$ cat config.mk
export PLATFORM = sky130hd
export DESIGN_NAME = sst_ctrl
export DESIGN_NICKNAME = d
export VERILOG_FILES = /design/src/design/sst_pkg.sv /design/src/design/sst_ctrl.sv
export SDC_FILE = /design/constraint.sdc
export NUM_CORES = 1
export LEC_CHECK = 0
export ABC_AREA = 1
export BUFFER_PORTS_ARGS = -buffer_cell sky130_fd_sc_hd__buf_2
export CORE_MARGIN = 2
export CORE_UTILIZATION = 54
export CTS_BUF_LIST = sky130_fd_sc_hd__clkbuf_8
export CTS_CLUSTER_SIZE = 16
export DETAILED_ROUTE_END_ITERATION = 10
export PLACE_DENSITY = 0.86
export SLEW_MARGIN = 20
export SYNTH_ARGS = -nofsm -noshare
export SYNTH_HDL_FRONTEND = slang
export SYNTH_SLANG_ARGS = --single-unit
$ cat constraint.sdc
create_clock -name clk -period 2.1 [get_ports clk]
set_clock_uncertainty 0.1 [all_clocks]
set_input_delay 0.315 -clock clk [delete_from_list [all_inputs] [get_ports clk]]
set_output_delay 0.315 -clock clk [all_outputs]
set_load 0.05 [all_outputs]
$ cat src/design/sst_pkg.sv
// ----------------------------------------------------------------------------
// sst_pkg
// Shared types, register indexes and constants of the spline sweep tessellator.
// ----------------------------------------------------------------------------
package sst_pkg;

  localparam int unsigned MAX_STEPS  = 64;
  localparam int unsigned STEP_W     = $clog2(MAX_STEPS + 1);
  localparam int unsigned CNT_W      = $clog2(MAX_STEPS);
  localparam int unsigned COORD_W    = 32;
  localparam int unsigned RAD_W      = 31;
  localparam int unsigned TQ_W       = 17;   // t in unsigned Q1.16, 65536 = 1.0
  localparam int unsigned WGT_W      = 34;   // basis weight, signed Q3.30 (+sign room)
  localparam int unsigned PROD_W     = 66;
  localparam int unsigned ACC_W      = 68;

  localparam logic [TQ_W-1:0] T_ONE  = TQ_W'(65536);

  typedef enum logic [1:0] {
    MODE_LINEAR  = 2'd0,
    MODE_BSPLINE = 2'd1,
    MODE_CATROM  = 2'd2,
    MODE_NONE    = 2'd3
  } mode_t;

  typedef enum logic [1:0] {
    REG_MODE   = 2'd0,
    REG_STEPS  = 2'd1,
    REG_TSTEP  = 2'd2,
    REG_UNUSED = 2'd3
  } reg_idx_t;

  // controller -> datapath
  typedef struct packed {
    logic load;      // shift accepted point into window
    logic clear;     // restart: zero window first
    logic samp;      // start one sample at index j
    logic fin;       // this sample is the final one
    logic [CNT_W-1:0] j;
  } sst_cmd_t;

  // datapath -> controller
  typedef struct packed {
    logic busy;      // sample pipeline occupied
    logic out_full;  // output register holds an item
  } sst_sts_t;

endpackage

$ cat src/design/sst_ctrl.sv
// ----------------------------------------------------------------------------
// sst_ctrl
// Sequencer: accepts points, tracks window fill, issues one sample per pass.
// ----------------------------------------------------------------------------
module sst_ctrl import sst_pkg::*; (
  input  logic              clk,
  input  logic              rst_n,
  input  logic              in_fire,
  input  logic              in_restart,
  input  logic [1:0]        mode,
  input  logic [6:0]        steps,
  input  sst_sts_t          sts,
  output logic              in_ready,
  output sst_cmd_t          cmd
);

  typedef enum logic [2:0] {
    ST_IDLE = 3'b001,
    ST_ISSUE = 3'b010,
    ST_WAIT = 3'b100
  } state_t;

  state_t            state_r, state_nxt;
  logic [2:0]        fill_r, fill_nxt;
  logic [CNT_W-1:0]  j_r, j_nxt;
  logic [CNT_W-1:0]  last_j;
  logic [2:0]        fill_new;
  logic              emit;

  always_comb begin
    if (steps < 7'd2) last_j = CNT_W'(1);
    else if (steps > 7'(MAX_STEPS)) last_j = CNT_W'(MAX_STEPS - 1);
    else last_j = CNT_W'(steps - 7'd1);
  end

  always_comb begin
    fill_new = in_restart ? 3'd1 : ((fill_r < 3'd4) ? fill_r + 3'd1 : fill_r);
    unique case (mode)
      MODE_LINEAR:               emit = fill_new >= 3'd2;
      MODE_BSPLINE, MODE_CATROM: emit = fill_new >= 3'd4;
      default:                   emit = 1'b0;
    endcase
  end

  assign in_ready = (state_r == ST_IDLE);

  always_comb begin
    state_nxt = state_r;
    fill_nxt  = fill_r;
    j_nxt     = j_r;
    cmd       = '0;
    cmd.j     = j_r;
    cmd.fin   = (j_r == last_j);
    unique case (state_r)
      ST_IDLE: begin
        if (in_fire) begin
          cmd.load  = 1'b1;
          cmd.clear = in_restart;
          fill_nxt  = fill_new;
          j_nxt     = '0;
          if (emit) state_nxt = ST_ISSUE;
        end
      end
      ST_ISSUE: begin
        // one sample in flight at a time; wait until the output slot drains
        if (!sts.busy && !sts.out_full) begin
          cmd.samp  = 1'b1;
          state_nxt = ST_WAIT;
        end
      end
      ST_WAIT: begin
        if (!sts.busy) begin
          if (j_r == last_j) state_nxt = ST_IDLE;
          else begin
            j_nxt     = j_r + CNT_W'(1);
            state_nxt = ST_ISSUE;
          end
        end
      end
      default: state_nxt = ST_IDLE;
    endcase
  end

  always_ff @(posedge clk) begin
    if (!rst_n) begin
      state_r <= ST_IDLE;
      fill_r  <= '0;
      j_r     <= '0;
    end else begin
      state_r <= state_nxt;
      fill_r  <= fill_nxt;
      j_r     <= j_nxt;
    end
  end

  a_fill_max: assert property (@(posedge clk) disable iff (!rst_n) fill_r <= 3'd4)
    else $error("fill count overflow");
  a_samp_idle: assert property (@(posedge clk) disable iff (!rst_n)
    cmd.samp |-> !sts.busy && !sts.out_full)
    else $error("sample issued while datapath busy");
  a_no_accept: assert property (@(posedge clk) disable iff (!rst_n)
    (state_r != ST_IDLE) |-> !in_ready)
    else $error("ready during segment");

endmodule

==> report_table.html <==
<table>
<tr><th>Metric</th><th>Value</th></tr>
<tr><th colspan="2">Outcome</th></tr>
<tr><td>Status</td><td>finished, violations left</td></tr>
<tr><td>Violated checks</td><td>negative setup slack</td></tr>
<tr><th colspan="2">Routing</th></tr>
<tr><td>Average wire per standard cell</td><td>12.2 um</td></tr>
<tr><td>Number of DRC violations after detailed routing</td><td>0</td></tr>
<tr><td>Vias after detailed routing</td><td>1,226</td></tr>
<tr><td>Vias per inst</td><td>5.31</td></tr>
<tr><td>Number of optimization iterations in the first detailed-route pass</td><td>4</td></tr>
<tr><td>Detailed router's first-iteration violation count</td><td>17</td></tr>
<tr><td>ANT nets after route</td><td>0</td></tr>
<tr><td>Wirelength, routed</td><td>2830 um</td></tr>
<tr><th colspan="2">Global routing</th></tr>
<tr><td>Overall track demand over capacity in global routing</td><td>0.258</td></tr>
<tr><td>Largest net degree at the start of global routing</td><td>11</td></tr>
<tr><td>Initial antenna violation count</td><td>0</td></tr>
<tr><td>GR Overflow Total</td><td>0</td></tr>
<tr><td>Number of global-route vias before repair</td><td>1,042</td></tr>
<tr><td>Wire length of the first global-routing pass</td><td>4100 um</td></tr>
<tr><th colspan="2">Cells and area</th></tr>
<tr><td>Layout Nets</td><td>227</td></tr>
<tr><td>Number of inserted diodes</td><td>0</td></tr>
<tr><td>Layout area overhead</td><td>35.8%</td></tr>
<tr><td>Share of post-route cells with drive strength above 1</td><td>0.374</td></tr>
<tr><td>Core occupancy in the finished layout</td><td>0.799</td></tr>
<tr><td>Final Instance Count excl. Fillers</td><td>231</td></tr>
<tr><td>Cell area after layout</td><td>1410 um^2</td></tr>
<tr><th colspan="2">Synth</th></tr>
<tr><td>Post-synth EDFFs</td><td>0</td></tr>
<tr><td>Post-synthesis share of cell area spent on and, or, nand and nor gates</td><td>0.443</td></tr>
<tr><td>Distinct cell type count of the synthesized netlist</td><td>23</td></tr>
<tr><td>Share of the synthesized area in compound gates (AO/OA/AOI/OAI)</td><td>0.128</td></tr>
<tr><td>Instance count of the mapped netlist</td><td>167</td></tr>
<tr><td>Syn Std Cell Area</td><td>1040 um^2</td></tr>
<tr><td>Main combinational cell family by area after synthesis</td><td>simple AND/OR/NAND/NOR gates</td></tr>
<tr><td>Number of synthesis warnings</td><td>0</td></tr>
<tr><td>Mux contribution to synthesized area</td><td>0</td></tr>
<tr><td>Top cell type's share of synthesized area</td><td>0.231</td></tr>
<tr><td>Net count after synthesis</td><td>187</td></tr>
<tr><td>Portion of the post-synthesis area used by sequential elements</td><td>0.231</td></tr>
<tr><td>Ys async rst share</td><td>0</td></tr>
<tr><td>Post-Synth Adder-Cell Area</td><td>0.0602</td></tr>
<tr><td>Register bit count reported by yosys</td><td>12</td></tr>
<tr><td>Synth Flop Type</td><td>sky130_fd_sc_hd__dfxtp_1</td></tr>
<tr><td>Post-Syn Area per Cell</td><td>6.22 um^2</td></tr>
<tr><td>Post-synthesis xor/xnor area fraction</td><td>0.0253</td></tr>
<tr><td>Area contributors post-synth</td><td>sky130_fd_sc_hd__dfxtp_1 (23%), sky130_fd_sc_hd__nand2_1 (13%), sky130_fd_sc_hd__inv_1 (8.3%), sky130_fd_sc_hd__nand3_1 (8.2%), sky130_fd_sc_hd__a21oi_1 (6.7%)</td></tr>
<tr><td>Library cell with the largest summed area after synthesis</td><td>sky130_fd_sc_hd__dfxtp_1</td></tr>
<tr><th colspan="2">Setup path</th></tr>
<tr><td>Arrival @ worst endpoint</td><td>1750 ps</td></tr>
<tr><td>Worst R2R Start</td><td>fill_r[0]</td></tr>
<tr><td>Worst-path maximum fanout</td><td>3</td></tr>
<tr><td>Start point of the critical path</td><td>fill_r[0]</td></tr>
<tr><td>CP max-delay cell</td><td>sky130_fd_sc_hd__dfxtp_2</td></tr>
<tr><td>Critical path's largest stage delay</td><td>340 ps</td></tr>
<tr><td>Worst Path Required</td><td>1680 ps</td></tr>
<tr><td>Cell repeated most along the worst path</td><td>sky130_fd_sc_hd__o21ai_1</td></tr>
<tr><td>Worst-case register-to-register setup slack</td><td>-10 ps</td></tr>
<tr><td>Cell class contributing the biggest share of worst-path delay</td><td>compound AO/OA/AOI/OAI gates</td></tr>
<tr><td>Count of buffer and inverter cells on the critical path</td><td>2</td></tr>
<tr><td>End of the worst register-to-register path</td><td>state_r[2]</td></tr>
<tr><td>Kind of start point of the critical path</td><td>flop</td></tr>
<tr><td>Worst r2r path cells</td><td>16</td></tr>
<tr><td>Cell chain of the critical path</td><td>ha_4 &gt; o21ai_2 &gt; a21oi_2 &gt; nand2_1 &gt; o21ai_1 &gt; inv_1 &gt; o21ai_1 &gt; nand3_2 &gt; nor2_4 &gt; buf_6</td></tr>
<tr><td>Critical Path End Type</td><td>output port</td></tr>
<tr><td>Setup Crit Path Kind</td><td>flop to output port</td></tr>
<tr><th colspan="2">Floorplanning</th></tr>
<tr><td>Core Box Area</td><td>1760 um^2</td></tr>
<tr><td>Floorplan die area</td><td>2290 um^2</td></tr>
<tr><td>I/O Pins</td><td>26</td></tr>
<tr><td>Effective utilization at floorplan</td><td>0.589</td></tr>
<tr><td>Width of the die</td><td>47.9 um</td></tr>
<tr><td>FP Rows</td><td>15</td></tr>
<tr><td>Die height</td><td>47.9 um</td></tr>
<tr><th colspan="2">Clock tree</th></tr>
<tr><td># hold bufs at CTS</td><td>0</td></tr>
<tr><td>CTS Sinks</td><td>12</td></tr>
<tr><td>Later-pin clock latency in the skew report</td><td>250 ps</td></tr>
<tr><td>Cts bufs inserted</td><td>3</td></tr>
<tr><td>Clock-pin slew on the worst setup and hold paths</td><td>60 ps</td></tr>
<tr><td>TritonCTS clock tree</td><td>done</td></tr>
<tr><td>Number of levels in the clock H-tree</td><td>1</td></tr>
<tr><td>Clk buf depth</td><td>2</td></tr>
<tr><td>Clock Tree Root</td><td>sky130_fd_sc_hd__clkbuf_8</td></tr>
<tr><th colspan="2">Hold path</th></tr>
<tr><td>Worst min-delay path startpoint</td><td>rst_n</td></tr>
<tr><td>Number of instances on the worst hold path</td><td>3</td></tr>
<tr><td>Capture endpoint of the worst hold path</td><td>j_r[5]</td></tr>
<tr><td>Class of the tightest hold or removal check</td><td>input pin to flop</td></tr>
<tr><th colspan="2">Placed design</th></tr>
<tr><td>DP HPWL</td><td>2000 um</td></tr>
<tr><td>Number of placed instances with taps included</td><td>221</td></tr>
<tr><td>Total placed instance area</td><td>1240 um^2</td></tr>
<tr><td>GP Congestion</td><td>0.815</td></tr>
<tr><td>Quantity of I/O buffers inserted on ports</td><td>25</td></tr>
<tr><td>Pre-CTS worst setup slack</td><td>-17.6 ps</td></tr>
<tr><th colspan="2">STA</th></tr>
<tr><td>Slew headroom</td><td>0.827</td></tr>
<tr><td>Final hold violation count</td><td>0</td></tr>
<tr><td>RSZ-0062 raised after global routing</td><td>yes</td></tr>
<tr><td>Setup violations, final</td><td>2</td></tr>
<tr><td>Part of the cycle the worst path needs</td><td>1.03</td></tr>
<tr><td>Actual slew at the worst max-slew pin</td><td>257 ps</td></tr>
<tr><td>Slew Limit Fails</td><td>0</td></tr>
<tr><td>Minimum period implied by the final worst setup slack</td><td>2170 ps</td></tr>
<tr><td>Peak Freq</td><td>0.462 GHz</td></tr>
<tr><td>Least setup slack across all paths after layout</td><td>-65.4 ps</td></tr>
<tr><th colspan="2">Run</th></tr>
<tr><td>Number of max-cap violations</td><td>0</td></tr>
<tr><th colspan="2">Pwr</th></tr>
<tr><td>P per Cell Area</td><td>915 nW/um^2</td></tr>
<tr><td>Maximum ir drop on the vdd rail</td><td>0.913 mV</td></tr>
<tr><td>Leakage power</td><td>0.719 nW</td></tr>
</table>
[layer usage]
layer | track usage | routed length (um) | vias to the layer above | part of all wire
li1 | - | - | 616 | -
met2 | 0.507 | 1560 | 30 | 0.55
met4 | 0.141 | 70 | 0 | 0.025
met3 | 0.0491 | 98 | 9 | 0.035
met1 | 0.245 | 1100 | 571 | 0.39
met5 | 0 | 0 | - | 0
[worst max-delay path by stage]
stage                     endpoint  slack (ps)  cells after the start
after global placement      cmd[6]          20                     11
after detailed placement    cmd[6]         -20                     14
final                       cmd[7]         -70                     10
after global routing        cmd[7]        -120                     10
after CTS                   cmd[7]        -140                     10
after floorplan             cmd[7]          60                      9
[report_power, final]
part           internal, W  total [W]  switching, W  leakage (nW)
Clock             0.000166   0.000261     0.0000947        0.0288
Sequential        0.000281   0.000342     0.0000613        0.0987
Combinational     0.000220   0.000688      0.000468         0.591
Total             0.000667    0.00129      0.000624         0.719
[Yosys cell counts (2+ instances only)]
cell                      count
sky130_fd_sc_hd__nand2_1     35
sky130_fd_sc_hd__inv_1       23
sky130_fd_sc_hd__nand3_1     17
sky130_fd_sc_hd__a21oi_1     14
sky130_fd_sc_hd__nor2_1      14
sky130_fd_sc_hd__dfxtp_1     12
sky130_fd_sc_hd__nand2_2      9
sky130_fd_sc_hd__inv_2        8
sky130_fd_sc_hd__o21ai_0      8
sky130_fd_sc_hd__ha_1         5
sky130_fd_sc_hd__nand4_1      4
sky130_fd_sc_hd__nor2_4       3
sky130_fd_sc_hd__o21ai_1      3
sky130_fd_sc_hd__nor3_1       2
sky130_fd_sc_hd__xor2_1       2
[sequential cells by signal, summed over array words and instances, names as in the netlist]
| signal | cells |
|---|---|
| state_r | 3 |
| j_r | 6 |
| fill_r | 3 |
[cell usage in the layout, fill, tap and decap left out, drive strengths merged]
cell and instances:
xor2 2, ha 5, o21bai 1, nor3 3, xnor2 1, nand3 18, a21oi 14, inv 31
buf 35, nor2 18, nand2 45, o21ai 11, nand3b 1, dfxtp 12, clkbuf 4, nand4 5
[cells by family after synthesis]
| family | count (synthesis) |
|---|---|
| buf+inv | 31 |
| simple gates | 90 |
| fa+ha+maj | 5 |
| compound gates | 26 |
| xor+xnor | 3 |
| flops | 12 |
[worst register-to-register path: stages (launching register included)]
cell,delay (ps)
sky130_fd_sc_hd__dfxtp_2,340
sky130_fd_sc_hd__ha_4,270
sky130_fd_sc_hd__o21ai_2,60
sky130_fd_sc_hd__a21oi_2,120
sky130_fd_sc_hd__nand2_1,60
sky130_fd_sc_hd__o21ai_1,60
sky130_fd_sc_hd__inv_1,50
sky130_fd_sc_hd__o21ai_1,140
sky130_fd_sc_hd__nand3_2,120
sky130_fd_sc_hd__nor2_4,120
sky130_fd_sc_hd__buf_4,110
sky130_fd_sc_hd__buf_4,90
sky130_fd_sc_hd__buf_4,90
sky130_fd_sc_hd__buf_4,90
sky130_fd_sc_hd__buf_4,90
sky130_fd_sc_hd__inv_1,40
sky130_fd_sc_hd__a21oi_2,110
[per-stage QoR]
step	hold slack (ps)	TNS (ps)	total power, W
floorplan	336	0	0.000811
global placement	366	0	0.000928
detailed placement	388	-25.2	0.000951
CTS	238	-196	0.00124
global route	256	-220	0.00137
finish	247	-79.7	0.00129
[timing repair]
item                                    4_1_cts  5_1_grt
gates cloned                                  0        0
pin swaps                                     5        5
endpoints found under the setup margin        2        3
buffers inserted                              5        1
resized for setup                            12        9
[cell type report]
type                            instances  area [um^2]
Tap cell                               25         31.3
Sequential cell                        12          243
Multi-Input combinational cell        124          749
Clock buffer                            4         55.1
Timing Repair Buffer                   35          213
Inverter                               31          119
Fill cell                             158          354
No activity file was read; power rests on OpenSTA's default activity.
